`src/rtl/lfr_ram.sv`:
```
`default_nettype none

module lfr_ram #(
  parameter int WIDTH = 31,
  parameter int DEPTH = 55
) (
  input  wire logic                     clk_i,
  input  wire logic                     we_i,
  input  wire logic [$clog2(DEPTH)-1:0] waddr_i,
  input  wire logic [WIDTH-1:0]         wdata_i,
  input  wire logic [$clog2(DEPTH)-1:0] raddr_a_i,
  input  wire logic [$clog2(DEPTH)-1:0] raddr_b_i,
  output logic      [WIDTH-1:0]         rdata_a_o,
  output logic      [WIDTH-1:0]         rdata_b_o
);

  logic [WIDTH-1:0] mem_q [DEPTH];

  always_ff @(posedge clk_i) begin
    if (we_i) begin
      mem_q[waddr_i] <= wdata_i;
    end
    rdata_a_o <= mem_q[raddr_a_i];
    rdata_b_o <= mem_q[raddr_b_i];
  end

endmodule

`default_nettype wire

```
`config.mk`:
```
export PLATFORM = sky130hd
export DESIGN_NAME = lfr_ram
export DESIGN_NICKNAME = d
export VERILOG_FILES = /design/src/rtl/lfr_ram.sv
export SDC_FILE = /design/constraint.sdc
export NUM_CORES = 2
export LEC_CHECK = 0
export BUFFER_PORTS_ARGS = -buffer_cell sky130_fd_sc_hd__buf_2
export CELL_PAD_IN_SITES_DETAIL_PLACEMENT = 0
export CELL_PAD_IN_SITES_GLOBAL_PLACEMENT = 1
export CORE_ASPECT_RATIO = 1.4
export CORE_MARGIN = 3
export CORE_UTILIZATION = 40
export CTS_BUF_LIST = sky130_fd_sc_hd__clkbuf_4 sky130_fd_sc_hd__clkbuf_8
export DETAILED_ROUTE_END_ITERATION = 10
export GPL_ROUTABILITY_DRIVEN = 0
export PLACE_DENSITY = 0.68
export SETUP_SLACK_MARGIN = 0.4
export SYNTH_ARGS = -nofsm -noshare
export SYNTH_HDL_FRONTEND = slang
export SYNTH_SLANG_ARGS = --single-unit
```
`constraint.sdc`:
```
create_clock -name clk_i -period 2.3 [get_ports clk_i]
set_input_delay 0.115 -clock clk_i [delete_from_list [all_inputs] [get_ports clk_i]]
set_output_delay 0.115 -clock clk_i [all_outputs]
set_load 0.005 [all_outputs]
```
Word-level counts from Yosys, hierarchy flattened. Memory sizes are Yosys's and may differ from the RTL's. A register that Yosys moved wholly into a read port is not among the register bits. Cells that the tools add are included.

Register bits after elaboration: 0. Bits in writable memories: 1705. Input port bits: 51. Output and inout bits: 62. Logic and storage cells: 3. Memories: 1.

Memories: mem_q (depth 55, bits a word 31, read ports 2, clocked after memory_dff 2, wr ports 1, RTL line 17) `logic [WIDTH-1:0] mem_q [DEPTH];`.

Mux-type cells: 2.

Operators by type and width (count): 2-to-1 mux 1 bit (2).

Logic depth before layout (Yosys ltp).
Depth in word-level cells: 2. Gate-level depth with buffers: 10. Depth with buffers taken out: 5.

Least setup slack after synthesis. OpenSTA, ideal clock, no wires.

Path type: input to register. From: in waddr_i[3]. To: mem mem_q[39][0] (enable). Setup time: 419 ps. Arrival time: 2087 ps. Data required time: 1881 ps. Setup slack: -206 ps. Stages: 3. Path buffers: 1. Cells stage by stage: or3b_2 -> clkbuf_1 -> nor2_1.

RTL lines: start, declared (RTL line 9) `input wire logic [$clog2(DEPTH)-1:0] waddr_i,`; end, declared (RTL line 17).

Straight into the memory's write port.

==> summary.md <==
| Metric | Value |
|---|---|
| Outcome | finished clean |
| Worst-path maximum fanout | 2 |
| Detail Route Antenna Nets | 0 |
| Port Buffers | 112 |
| CTS buffer count | 272 |
| Largest net degree at the start of global routing | 56 |
| Share of the core filled with cells | 47.30% |
| Synth area leader | edfxtp_1 |
| Routed wire length | 277.1 mm |
| Slew Viols, Final | 0 |
| Peak Freq | 525.8 MHz |
| Worst skew pair latency | 0.90 ns |
| Number of setup violations in the final report | 0 |
| Register area share after synthesis | 65.38% |
| Synthesis Warnings | 0 |
| GRT Total Usage | 26.75% |
| Clock Sinks | 1767 |
| Worst Path Required | 3.10 ns |
| DRT iter0 DRCs | 5954 |
| First-pass GRT wire length | 385.0 mm |
| Core area | 198500 sq um |
| Synth cell count leaders | edfxtp_1 (1705), mux4_2 (787), nand2_1 (204) |
| Slew margin rel. | 32.19% |
| Vias | 48404 |
| Share of Yosys cell area claimed by the top area cell type | 63.84% |
| FFs w/ async S/R, synth | 0% |
| Crit path DAT | 2.70 ns |
| Clock Path Buffers | 4 |
| Post-synthesis net count | 4186 |
| Worst Max-Slew Pin Slew | 1.017 ns |
| Post-synth EDFFs | 1705 |
| Initial Utilization | 40.41% |
| P_leak | 30.00 nW |
| Top Ports | 113 |
| Final hold viol count | 0 |
| Initial antenna violation count | 29 |
| Via density | 6.408 |
| Prevailing post-synth register cell | edfxtp_1 |
| Tmin final | 1.902 ns |
| Netlist cell types | 50 |
| Post-synthesis cell area | 80200 sq um |
| Power Density | 729.5 nW/um^2 |
| Worst-path clk slew | 0.06 ns |
| Flops & latches, synth | 1767 |
| Hold Path Class | input pin to flop |
| CTS tree | built |
| Tcrit/Tclk final | 82.68% |
| Ranking of synthesized cells by area | edfxtp_1 (64%), mux4_2 (22%), dfxtp_1 (1.5%) |
| Std-Cell Rows | 193 |
| DRC | 0 |
| Drt pass-1 iters | 6 |
| RSZ-0062 raised after global routing | true |
| Type of the worst setup path | flop to flop |
| Fin nets | 4748 |
| Total Power | 68.49 mW |
| Die X | 384.4 um |
| Worst setup EP type | flop |
| Most instantiated library cell after synthesis | edfxtp_1 |
| Syn Inst Count | 4135 |
| Die area | 206000 sq um |
| Clk_skew | 0.05078 ns |
| Layout cells sized above 1 | 39.77% |
| CTS H-tree lvls | 5 |
| DR WL/cell | 36.68 um |
| Total global routing overflow | 0 |
| HPWL after detailed placement | 184.2 mm |
| Die extent in y | 535.8 um |
| CP startpoint kind | flop |
| Clock root cell | clkbuf_8 |
| Post-Syn Area per Cell | 19.40 sq um |
| Maxcap violations | 0 |
| Number of global-route vias before repair | 49726 |
| Area growth from synthesis to layout | 17.07% |
| Peak VDD IR | 389.5 uV |
logic make-up (layout without fill, tap and decap cells):
group / Yosys count / in the layout / synth area share [%]
other: 0 / 19 / 0
AND/OR/NAND/NOR: 584 / 584 / 3.360
AO/OA/AOI/OAI: 503 / 503 / 4.622
buffers and inverters: 347 / 1115 / 2.530
multiplexers: 934 / 934 / 24.10
flip-flops: 1767 / 1767 / 65.38
worst max-delay path, cell delays in order (launching register included):
cell       delay [ns]
edfxtp_1         0.39
mux4_2           0.47
mux2i_1          0.36
a2111oi_0        0.19
buf_4            0.17
a32o_1           0.20
path summary, 6_finish.rpt:
kind | startpoint | end | slack (ns) | depth (start not counted)
worst min-delay path | raddr_a_i[2] | rdata_a_o[11]$_DFF_P_ | 0.1 | 5
worst max register to register | mem_q[7][28]$_DFFE_PP_ | rdata_b_o[28]$_DFF_P_ | 0.40 | 5
worst max-delay path | mem_q[7][28]$_DFFE_PP_ | rdata_b_o[28]$_DFF_P_ | 0.40 | 5
worst min register to register | mem_q[6][15]$_DFFE_PP_ | rdata_b_o[15]$_DFF_P_ | 0.81 | 3
placed cells by master, fill, tap and decap left out, drive strengths merged, types with 36 or more instances in the layout:
| cell type | count |
|---|---|
| edfxtp | 1705 |
| mux4 | 792 |
| buf | 575 |
| clkbuf | 373 |
| nand2 | 204 |
| nor2 | 179 |
| mux2i | 98 |
| o21ai | 93 |
| o22ai | 89 |
| clkinv | 87 |
| o221ai | 72 |
| dfxtp | 62 |
| o211ai | 48 |
| a211oi | 46 |
| nor2b | 45 |
| mux2 | 44 |
| dlygate4sd3 | 44 |
| a22o | 36 |
| nand3 | 36 |
per-stage QoR:
stage / cells / TNS (ns) / setup slack [ns] / hold WS, ns / instance area [sq um]
3_3_place_gp: 7010 / -0.9063 / -0.1872 / 0.4953 / 87940
2_1_floorplan: 4135 / -50.26 / -0.09219 / 0.2139 / 80310
3_5_place_dp: 7010 / -0.8580 / -0.1723 / 0.4960 / 87940
4_1_cts: 7534 / 0 / 0.3430 / 0.003778 / 93720
5_1_grt: 7543 / 0 / 0.3854 / 0.06096 / 93870
6_report: 7554 / 0 / 0.3983 / 0.09778 / 93890
timing repair:
action,4_1_cts,5_1_grt
endpoints found under the hold margin,1751,0
endpoints found under the setup margin,7,14
resized for setup,9,22
hold buffers,44,0
pin swaps,2,6
setup buffers,0,1
per-layer routing:
layer  GRT usage (%)  share of wire, %  vias to the layer above
met5               0             0.014                        -
met1           32.00                35                    25740
met2           46.09                51                     2963
met4           13.08               5.7                        6
li1                -                 -                    18947
met3           5.431               8.9                      748
sequential cells by signal (all words and copies together), names as in the netlist:
signal / flops
mem_q: 1705
rdata_a_o: 31
rdata_b_o: 31
where the power goes:
group          total (mW)  leakage, nW  switching [mW]  internal [mW]
combinational        6.19         11.3            3.51           2.68
sequential           36.0         15.9           0.367           35.6
clock                26.3         2.81            12.4           13.9
final cells by class:
type                            instances  area, sq um
Multi-Input combinational cell       2021        26310
Clock inverter                        107        689.4
Timing Repair Buffer                  619         6411
Fill cell                           16556       104600
Clock buffer                          373         4633
Inverter                               16        61.31
Antenna cell                           19        47.55
Sequential cell                      1767        52440
Tap cell                             2632         3293
Note: power is estimated with default switching activity, not from simulation.
